[config.mk]
export PLATFORM = sky130hd
export DESIGN_NAME = websocket_frame_deframer
export DESIGN_NICKNAME = d
export VERILOG_FILES = /design/src/wsd_pkg.sv /design/src/websocket_frame_deframer.sv
export SDC_FILE = /design/constraint.sdc
export NUM_CORES = 1
export LEC_CHECK = 0
export BUFFER_PORTS_ARGS = -buffer_cell sky130_fd_sc_hd__clkbuf_2
export CORE_MARGIN = 2
export CORE_UTILIZATION = 35
export CTS_BUF_LIST = sky130_fd_sc_hd__clkbuf_8
export DETAILED_ROUTE_END_ITERATION = 10
export PLACE_DENSITY = 0.57
export REMOVE_ABC_BUFFERS = 1
export SLEW_MARGIN = 20
export SYNTH_ARGS = -nofsm -noshare
export SYNTH_HDL_FRONTEND = slang
export SYNTH_SLANG_ARGS = --single-unit
[constraint.sdc]
create_clock -name clock -period 10.4 [get_ports clock]
set_clock_uncertainty 0.2 [all_clocks]
set_input_delay 1.56 -clock clock [delete_from_list [all_inputs] [get_ports clock]]
set_output_delay 1.56 -clock clock [all_outputs]
set_load 0.1 [all_outputs]
[src/wsd_pkg.sv]
// ----------------------------------------------------------------------------
// wsd_pkg: shared definitions for the websocket frame deframer
// Length width, result kinds, result beat layout.
// ----------------------------------------------------------------------------
`default_nettype none

package wsd_pkg;

   // width kept for the decoded payload length (16..64)
   localparam int LENGTH_WIDTH = 64;
   // bit 63 of a 64-bit length is always dropped
   localparam int LEN_W        = (LENGTH_WIDTH >= 63) ? 63 : LENGTH_WIDTH;
   localparam int OUT_LEN_W    = 63;

   // result kinds
   localparam logic [1:0] KIND_HEADER  = 2'd0;
   localparam logic [1:0] KIND_PAYLOAD = 2'd1;
   localparam logic [1:0] KIND_ERROR   = 2'd2;

   // result tdata width: 81 field bits padded to whole bytes
   localparam int RSP_DATA_W = 88;

   // one result beat
   typedef struct packed {
      logic [1:0]           kind;
      logic                 fin;
      logic [3:0]           opcode;
      logic                 masked;
      logic [OUT_LEN_W-1:0] payload_length;
      logic [3:0]           header_bytes;
      logic [7:0]           payload_byte;
      logic                 last;
   } rsp_type;

endpackage

`default_nettype wire

[src/websocket_frame_deframer.sv]
// ----------------------------------------------------------------------------
// websocket_frame_deframer: websocket frame header decode and payload unmask
// Takes one received byte per beat, emits a header beat, unmasked payload
// beats and a truncation error beat at buffer end.
// ----------------------------------------------------------------------------
// Result beats are registered in the result queue and presented from its head.
// Throughput: one byte per cycle; the four-entry result queue takes the up to
// two results of a byte in one cycle and req_tready drops only while fewer
// than two entries are free.
// Reset: synchronous, active high; decoder returns to awaiting the first
// header byte, the result queue is emptied.
`default_nettype none

module websocket_frame_deframer
   import wsd_pkg::*;
(
   input  wire logic                  clock,
   input  wire logic                  reset,
   // byte input
   input  wire logic                  req_tvalid,
   output logic                       req_tready,
   input  wire logic [7:0]            req_tdata,   // rx_byte[7:0]
   input  wire logic                  req_tlast,   // end_of_data
   // result output
   output logic                       rsp_tvalid,
   input  wire logic                  rsp_tready,
   // fin[0], opcode[4:1], masked[5], payload_length[68:6],
   // header_bytes[72:69], payload_byte[80:73], zero[87:81]
   output logic [RSP_DATA_W-1:0]      rsp_tdata,
   output logic [1:0]                 rsp_tuser,   // kind[1:0]
   output logic                       rsp_tlast    // last
);

   // decoder phases
   localparam logic [2:0] PH_HDR0    = 3'd0;
   localparam logic [2:0] PH_HDR1    = 3'd1;
   localparam logic [2:0] PH_EXT16   = 3'd2;
   localparam logic [2:0] PH_EXT64   = 3'd3;
   localparam logic [2:0] PH_MASK    = 3'd4;
   localparam logic [2:0] PH_PAYLOAD = 3'd5;
   localparam logic [2:0] PH_DONE    = 3'd6;

   localparam logic [6:0] LEN_CODE_16 = 7'd126;
   localparam logic [6:0] LEN_CODE_64 = 7'd127;

   // decoder state
   logic [2:0]       phase_ff, phase_in;
   logic [3:0]       hcount_ff, hcount_in;
   logic             fin_ff, fin_in;
   logic [3:0]       opcode_ff, opcode_in;
   logic             mask_ff, mask_in;
   logic [LEN_W-1:0] length_ff, length_in;
   logic [31:0]      key_ff, key_in;
   logic [LEN_W-1:0] pcount_ff, pcount_in;

   // result queue
   rsp_type          queue_ff [4];
   logic [1:0]       wr_ptr_ff, wr_ptr_in;
   logic [1:0]       rd_ptr_ff, rd_ptr_in;
   logic [2:0]       count_ff, count_in;

   logic             accept;
   logic             pop;
   logic             emit_hdr;
   logic             emit_pay;
   logic             emit_err;
   logic             pay_last;
   logic [7:0]       key_byte;
   logic [7:0]       pay_byte;
   logic [LEN_W-1:0] pcount_inc;
   logic [1:0]       push_n;
   rsp_type          hdr_beat;
   rsp_type          pay_beat;
   rsp_type          err_beat;
   rsp_type          first_beat;
   rsp_type          head;

   assign accept = req_tvalid && req_tready;
   assign pop    = rsp_tvalid && rsp_tready;
   assign pcount_inc = pcount_ff + LEN_W'(1);

   // key byte for this payload index, first key byte in the top bits
   always_comb begin
      unique case (pcount_ff[1:0])
         2'd0:    key_byte = key_ff[31:24];
         2'd1:    key_byte = key_ff[23:16];
         2'd2:    key_byte = key_ff[15:8];
         default: key_byte = key_ff[7:0];
      endcase
   end

   assign pay_byte = req_tdata ^ (mask_ff ? key_byte : 8'h00);

   // frame decode for one accepted byte
   always_comb begin
      phase_in  = phase_ff;
      hcount_in = hcount_ff;
      fin_in    = fin_ff;
      opcode_in = opcode_ff;
      mask_in   = mask_ff;
      length_in = length_ff;
      key_in    = key_ff;
      pcount_in = pcount_ff;
      emit_hdr  = 1'b0;
      emit_pay  = 1'b0;
      pay_last  = 1'b0;
      emit_err  = 1'b0;
      hdr_beat  = '0;

      if (accept) begin
         unique case (phase_ff)
            PH_HDR0: begin
               fin_in    = req_tdata[7];
               opcode_in = req_tdata[3:0];
               hcount_in = 4'd1;
               phase_in  = PH_HDR1;
            end
            PH_HDR1: begin
               mask_in   = req_tdata[7];
               hcount_in = 4'd2;
               length_in = '0;
               if (req_tdata[6:0] == LEN_CODE_16) begin
                  phase_in = PH_EXT16;
               end else if (req_tdata[6:0] == LEN_CODE_64) begin
                  phase_in = PH_EXT64;
               end else begin
                  length_in = LEN_W'(req_tdata[6:0]);
                  if (mask_in) begin
                     phase_in  = PH_MASK;
                     pcount_in = '0;
                  end else begin
                     emit_hdr = 1'b1;
                  end
               end
            end
            PH_EXT16, PH_EXT64: begin
               length_in = {length_ff[LEN_W-9:0], req_tdata};
               hcount_in = hcount_ff + 4'd1;
               if ((phase_ff == PH_EXT16 && hcount_in == 4'd4) ||
                   (phase_ff == PH_EXT64 && hcount_in == 4'd10)) begin
                  if (mask_ff) begin
                     phase_in  = PH_MASK;
                     pcount_in = '0;
                  end else begin
                     emit_hdr = 1'b1;
                  end
               end
            end
            PH_MASK: begin
               key_in    = {key_ff[23:0], req_tdata};
               hcount_in = hcount_ff + 4'd1;
               pcount_in = pcount_inc;
               if (pcount_inc >= LEN_W'(4)) begin
                  emit_hdr = 1'b1;
               end
            end
            PH_PAYLOAD: begin
               emit_pay  = 1'b1;
               pcount_in = pcount_inc;
               if (pcount_inc == length_ff) begin
                  pay_last = 1'b1;
                  phase_in = PH_DONE;
               end
            end
            default: begin
            end
         endcase

         // header complete: report it and move on to the payload, or to done if empty
         if (emit_hdr) begin
            hdr_beat.kind           = KIND_HEADER;
            hdr_beat.fin            = fin_in;
            hdr_beat.opcode         = opcode_in;
            hdr_beat.masked         = mask_in;
            hdr_beat.payload_length = OUT_LEN_W'(length_in);
            hdr_beat.header_bytes   = hcount_in;
            hdr_beat.last           = (length_in == '0);
            pcount_in = '0;
            phase_in  = (length_in == '0) ? PH_DONE : PH_PAYLOAD;
         end

         // buffer end: flag an unfinished frame, then back to reset state
         if (req_tlast) begin
            emit_err  = (phase_in <= PH_PAYLOAD);
            phase_in  = PH_HDR0;
            hcount_in = '0;
            fin_in    = 1'b0;
            opcode_in = '0;
            mask_in   = 1'b0;
            length_in = '0;
            key_in    = '0;
            pcount_in = '0;
         end
      end
   end

   // result beats
   always_comb begin
      pay_beat              = '0;
      pay_beat.kind         = KIND_PAYLOAD;
      pay_beat.payload_byte = pay_byte;
      pay_beat.last         = pay_last;
      err_beat              = '0;
      err_beat.kind         = KIND_ERROR;
   end

   always_comb begin
      priority if (emit_hdr) begin
         first_beat = hdr_beat;
      end else if (emit_pay) begin
         first_beat = pay_beat;
      end else begin
         first_beat = err_beat;
      end
   end

   assign push_n = 2'(emit_hdr || emit_pay) + 2'(emit_err);

   // queue pointers and fill count
   always_comb begin
      wr_ptr_in = wr_ptr_ff + push_n;
      rd_ptr_in = rd_ptr_ff + 2'(pop);
      count_in  = count_ff + 3'(push_n) - 3'(pop);
   end

   // state registers
   always_ff @(posedge clock) begin
      if (reset) begin
         phase_ff  <= PH_HDR0;
         hcount_ff <= '0;
         fin_ff    <= 1'b0;
         opcode_ff <= '0;
         mask_ff   <= 1'b0;
         length_ff <= '0;
         key_ff    <= '0;
         pcount_ff <= '0;
         wr_ptr_ff <= '0;
         rd_ptr_ff <= '0;
         count_ff  <= '0;
      end else begin
         phase_ff  <= phase_in;
         hcount_ff <= hcount_in;
         fin_ff    <= fin_in;
         opcode_ff <= opcode_in;
         mask_ff   <= mask_in;
         length_ff <= length_in;
         key_ff    <= key_in;
         pcount_ff <= pcount_in;
         wr_ptr_ff <= wr_ptr_in;
         rd_ptr_ff <= rd_ptr_in;
         count_ff  <= count_in;
      end
   end

   // queue entries, up to two written per cycle
   always_ff @(posedge clock) begin
      if (push_n != 2'd0) begin
         queue_ff[wr_ptr_ff] <= first_beat;
      end
      if (push_n == 2'd2) begin
         queue_ff[wr_ptr_ff + 2'd1] <= err_beat;
      end
   end

   // output side
   assign head       = queue_ff[rd_ptr_ff];
   assign req_tready = (count_ff <= 3'd2);
   assign rsp_tvalid = (count_ff != 3'd0);
   assign rsp_tdata  = {7'd0, head.payload_byte, head.header_bytes, head.payload_length,
                        head.masked, head.opcode, head.fin};
   assign rsp_tuser  = head.kind;
   assign rsp_tlast  = head.last;

endmodule

`default_nettype wire
Word level (Yosys, flattened, before mapping)
Memory sizes are Yosys's and may differ from the RTL's. A register that Yosys moved wholly into a read port is not among the register bits.
Cells that the tools add are included.
{ "totals": {"reg_bits": 178, "ram_bits": 336, "in_bits": 13, "output_inout_bits": 93, "wordCells": 123, "mem_count": 1} }
{ "op_classes": {"add_sub_neg": 8, "magnitude_cmp": 3, "n_eq_ne": 18, "n_mux": 63, "bitwise_logic": 1, "n_reduce_logical": 18} }
{ "mem_list": {"columns": ["name", "depth", "width", "read_ports", "rd_ports_with_merged_regs", "write_ports", "line_no", "rtl"], "rows": [
  ["queue_ff", 4, 84, 1, 1, 2, "websocket_frame_deframer.sv:57", "rsp_type queue_ff [4];"]
]} }
{ "op_table": {"columns": ["operator", "n"], "rows": [
  ["$mux W63", 9],
  ["$pmux W63 S3", 1],
  ["$mux W84", 2],
  ["$mux W73", 2],
  ["$pmux W63 S2", 1],
  ["$mux W32", 2],
  ["$add A63 B1 Y63 const B", 1],
  ["$eq A63 B63 Y1", 1],
  ["$ge A63 B3 Y1 const B", 1],
  ["$logic_not A63 Y1", 1],
  ["$mux W3", 9],
  ["$mux W1", 25],
  ["$pmux W8 S3", 1],
  ["$ne A4 B4 Y1 const B", 5],
  ["$eq A7 B7 Y1 const B", 2],
  ["$mux W7", 2],
  ["$mux W4", 3],
  ["$pmux W3 S4", 1],
  ["$pmux W4 S3", 1],
  ["$mux W8", 1],
  ["$xor A8 B8 Y8", 1],
  ["$reduce_and A7 Y1", 1],
  ["$eq A3 B2 Y1 const B", 2],
  ["$eq A3 B3 Y1 const B", 2],
  ["other kinds (26)", 34]
]} }

Depth between registers and ports, before layout
{ "depth": {"word_depth": 16, "mapped_depth": 22, "depth_no_buf": 19} }

Worst setup path before layout
OpenSTA, ideal clock, no wires.
{ "synth_timing": {"path_kind": "register to register", "from": "register pcount_ff[1]", "to": "register count_ff[2]", "setup_time_ns": 0.128, "arrival_time_ns": 4.868, "required_time_ns": 10.072, "slack_ns": 5.204, "stages_incl_launch_ff": 22, "n_path_buf": 2, "period_less_slack_ns": 5.196, "cell_sequence": "dfxtp_1 > ha_1 > inv_1 > nor4_2 > buf_2 > nand3_2 > buf_2 > o31ai_1 > a21oi_1 > or4_1 > or4_1 > and4bb_2 > o311a_1 > a211oi_1 > ha_1 > inv_1 > ha_1 > inv_1 > ha_1 > fa_1 > xnor2_1 > nor2_1"} }
{ "synth_via": {"elab_chain_len": 13, "elab_cells_between_ends": 18, "classes_between": "4 x add/sub; 2 x order compare; 1 x eq/ne; 10 x mux; 1 x reduce/logical"} }
{ "synth_rtl": {"columns": ["item", "line_no", "rtl"], "rows": [
  ["start, declared", "websocket_frame_deframer.sv:54", "logic [LEN_W-1:0] pcount_ff, pcount_in;"],
  ["start signal, assigned", "websocket_frame_deframer.sv:248", "pcount_ff <= pcount_in;"],
  ["$add A63 B1 Y63 *", "websocket_frame_deframer.sv:80", "assign pcount_inc = pcount_ff + LEN_W'(1);"],
  ["$ge A63 B3 Y1", "websocket_frame_deframer.sv:153", "if (pcount_inc >= LEN_W'(4)) begin"],
  ["$mux W1", "websocket_frame_deframer.sv:153", null],
  ["$pmux W1 S3", "websocket_frame_deframer.sv:111", "unique case (phase_ff)"],
  ["$mux W1", "websocket_frame_deframer.sv:110", "if (accept) begin"],
  ["$mux W3", "websocket_frame_deframer.sv:170", "if (emit_hdr) begin"],
  ["$mux W3", "websocket_frame_deframer.sv:110", null],
  ["$le A3 B3 Y1", "websocket_frame_deframer.sv:184", "emit_err = (phase_in <= PH_PAYLOAD);"],
  ["$mux W1", "websocket_frame_deframer.sv:183", "if (req_tlast) begin"],
  ["$mux W1", "websocket_frame_deframer.sv:110", null],
  ["$add A1 B1 Y2 *", "websocket_frame_deframer.sv:217", "assign push_n = 2'(emit_hdr || emit_pay) + 2'(emit_err);"],
  ["$add A3 B2 Y3 *", "websocket_frame_deframer.sv:223", "count_in = count_ff + 3'(push_n) - 3'(pop);"],
  ["$sub A3 B1 Y3 *", "websocket_frame_deframer.sv:223", null],
  ["end signal, assigned", "websocket_frame_deframer.sv:251", "count_ff <= count_in;"],
  ["end, declared", "websocket_frame_deframer.sv:60", "logic [2:0] count_ff, count_in;"]
]} }
Mark *: on every way between the ends. The rest lies on a longest branch, timed or not. The select of a mux whose other input is x is not followed.
A chain may end at the register's enable or synchronous reset.

==> impl_metrics.toml <==
[worst_setup_path]
start_kind = "flop"
cp_num_buf_inv = 2
setup.worst_path.class = "flop to flop"
crit_required_ns = 10.79
timing.rr.start = "pcount_ff[0]$_SDFFE_PP0P_"
crit_chain = "ha_1 -> inv_1 -> nor4_2 -> nand3_2 -> o31ai_1 -> a21oi_1 -> or4_1 -> or4_1 -> and4bb_2 -> o311a_1 -> a211o_1 -> ha_1 -> and3b_1 -> nor2_4 -> buf_4 -> nand2_1 -> o21ai_0"
cp-end-kind = "flop"
reg2reg_slack_ns = 2.54
path_max_fanout = 61
slowest_delay_ns = 0.89
worstPathArrival_ns = 8.25
rr_worst_depth = 17
path_delay_family = "simple AND/OR/NAND/NOR gates"
rr_endpoint = "queue_ff[3][68]$_SDFFE_PP0P_"
slowest_stage = "nor4_2"

[min_path]
min_path_cells = 2
min_to = "queue_ff[1][82]$_SDFFE_PP0P_"
hp-class = "flop to flop"
hold_start = "queue_ff[1][82]$_SDFFE_PP0P_"

[timing]
rsz0062_at_grt = "false"
setup_violations = 0
fin_crit_ns = 7.861
final_max_slew_viol_count = 0
setup_tns_ns = 0
hold_viol = 0
tightest_slew_ns = 1.096
clock.fmax_mhz = 127.2
slew_headroom = 0.2661
fin_crit_sh = 0.7559

[route]
dr_wl_met3_mm = 6.555
via_per_inst = 5.786
firstDrtPassIters = 8
topRoutingLayerUsed = "met4"
ant_nets = 0
drt_iter0_drc = 2509
vias = 22890
met2_length_mm = 38.14
drc = 0
m1WireLength_mm = 38.09
drt_wl_total_mm = 85.84
wire_per_inst_um = 21.70

[synthesis]
syn_avg_cell_area_um2 = 8.454
ys_seq_elements = 514
synth-edff-count = 0
synth_cells = 2983
yosysSeqAreaShare = 0.4080
synthDistinctLibCells = 86
async_reset_ff_frac = 0
synth.top_cell.area_share = 0.4080
syn_area_um2 = 25220
synthTopCellsByArea = "dfxtp_1 41%, mux4_2 7.5%, nand2_1 7.2%"
synth_flop_cell = "dfxtp_1"
yosys_warnings = 0
yosys.area.top_type = "dfxtp_1"

[cts]
cts_resized = 0
clk_path_buf_depth = 3
clock_latency_ns = 0.73
cts_made_buffers = 88
cts_root_buffer = "clkbuf_8"
clk_pin_slew_worst_paths_ns = 0.07
h-tree-depth = 3
cts.repair_timing.setup_buffer_count = 0
cts.sinks = 514
holdBufCountCts = 0
cts_tree = "yes"

[placed_design]
portBuffers = 98
routabilityCongestion = 0.9921
dp_hpwl_mm = 58.55

[pwr]
leakage_nw = 9.552
power_density_nw_per_um2 = 157.9
ir_drop_v = 0.00009643

[global_route]
overflow = 0
grt_pass1_vias = 21350
grt_max_degree = 74
antenna_found_initial = 1
grt_first_pass_wirelength_mm = 131.8
grtUsageTotal = 0.2265

[flow_run]
drv_cap = 0

[finish]
nFillCells = 7401
fin_util = 0.3901
drive_gt1_frac = 0.1288
multi_input_area_um2 = 13710
final-seq-area_um2 = 10300
syn_to_final_growth_pct = 10.39
final_nets = 2972

[floorplan]
rows = 98
dieArea_um2 = 74220
num_io_pins = 106
die_h_um = 272.4
die_w_um = 272.4
start_util = 0.3534
core_um2 = 71360

[run_status]
run_status = "completed"
==> cells by family (layout without fill, tap and decap cells) <==
logic type | count (synthesis) | in the layout | share of synthesized area
simple gates | 1143 | 1143 | 0.2170
buf+inv | 310 | 326 | 0.05304
other cells | 1 | 8 | 0.0001487
fa+ha+maj | 15 | 15 | 0.007740
xor+xnor | 104 | 104 | 0.03830
mux | 105 | 105 | 0.08350
compound gates | 791 | 791 | 0.1923
flops | 514 | 514 | 0.4080
==> cells in the final DEF (no fill, tap or decap), drive strengths merged, types with 33 or more instances in the layout <==
cell,netlist,layout
nand3,87,87
o21ai,367,367
a21oi,119,119
nand4,67,67
clkbuf,153,205
nor2,219,219
nor3,46,46
mux4,84,84
nand2,482,482
xnor2,75,75
and3,33,33
inv,44,77
buf,113,34
a22oi,151,151
dfxtp,514,514
nor4,62,62
==> how the worst max path moves through the flow <==
stage,startpoint,end,slack (ns),depth (start not counted)
3_3_place_gp,pcount_ff[0]$_SDFFE_PP0P_,queue_ff[3][58]$_SDFFE_PP0P_,2.93,18
6_report,pcount_ff[0]$_SDFFE_PP0P_,queue_ff[3][68]$_SDFFE_PP0P_,2.54,17
3_5_place_dp,pcount_ff[0]$_SDFFE_PP0P_,queue_ff[3][48]$_SDFFE_PP0P_,2.63,17
5_1_grt,pcount_ff[0]$_SDFFE_PP0P_,queue_ff[3][75]$_SDFFE_PP0P_,1.97,17
2_1_floorplan,pcount_ff[0]$_SDFFE_PP0P_,queue_ff[3][11]$_SDFFE_PP0P_,2.75,16
4_1_cts,pcount_ff[0]$_SDFFE_PP0P_,queue_ff[3][66]$_SDFFE_PP0P_,2.61,17
==> per-layer routing <==
layer | GRT usage | up-vias
li1 | - | 10700
met1 | 0.3216 | 11040
met2 | 0.3420 | 959
met3 | 0.03535 | 187
met4 | 0.09268 | 0
met5 | 0 | -
==> area by class of cell <==
type                    count  share of cell area
multi-input cells        2165              0.4924
well taps                 950             0.04269
inverters                  44            0.005932
clock inverters            43            0.008269
clock buffers             108             0.05339
flip-flops and latches    514              0.3699
repair buffers            131             0.02732
diodes                      1          0.00008988
==> where the power goes <==
part | switching, mW | internal (mW)
registers | 0.0490 | 1.99
logic | 0.385 | 0.167
clock network | 0.846 | 0.959
total | 1.28 | 3.12
==> registers in the layout, indices dropped and copies added (netlist names) <==
| register | flops |
|---|---|
| queue_ff | 336 |
| length_ff | 63 |
| pcount_ff | 63 |
| key_ff | 32 |
| hcount_ff | 4 |
| opcode_ff | 4 |
| count_ff | 3 |
| phase_ff | 3 |
| rd_ptr_ff | 2 |
| wr_ptr_ff | 2 |
| fin_ff | 1 |
| mask_ff | 1 |
==> through the flow <==
stage | hold WS (ns) | total power, mW | worst slack (ns) | area (um2) | instances
CTS | 0.2476 | 4.441 | 2.609 | 27810 | 3954
global route | 0.2572 | 4.572 | 1.974 | 27840 | 3956
finish | 0.2460 | 4.397 | 2.539 | 27840 | 3956
detailed placement | 0.2368 | 2.632 | 2.635 | 26090 | 3803
floorplan | 0.2191 | 2.465 | 2.753 | 24070 | 2723
global placement | 0.2286 | 2.630 | 2.931 | 26090 | 3803
==> cell usage after synthesis (25+ instances only) <==
cell type	n
o21ai_1	76
xnor2_1	75
a22oi_1	151
nor4_1	58
nand4_1	64
mux4_2	84
buf_2	70
a21oi_1	119
or3_1	26
nor3_1	45
dfxtp_1	514
nand2_1	482
o21ai_0	290
xor2_1	25
clkbuf_1	153
and3_1	33
inv_1	44
nor2_1	219
nand3_1	85
==> worst min-delay path: stages, from the launching register on <==
cell and delay, ns:
dfxtp_1 0.31, nand2_1 0.05, nand2_1 0.04
Power figures use the tool's default switching activity.
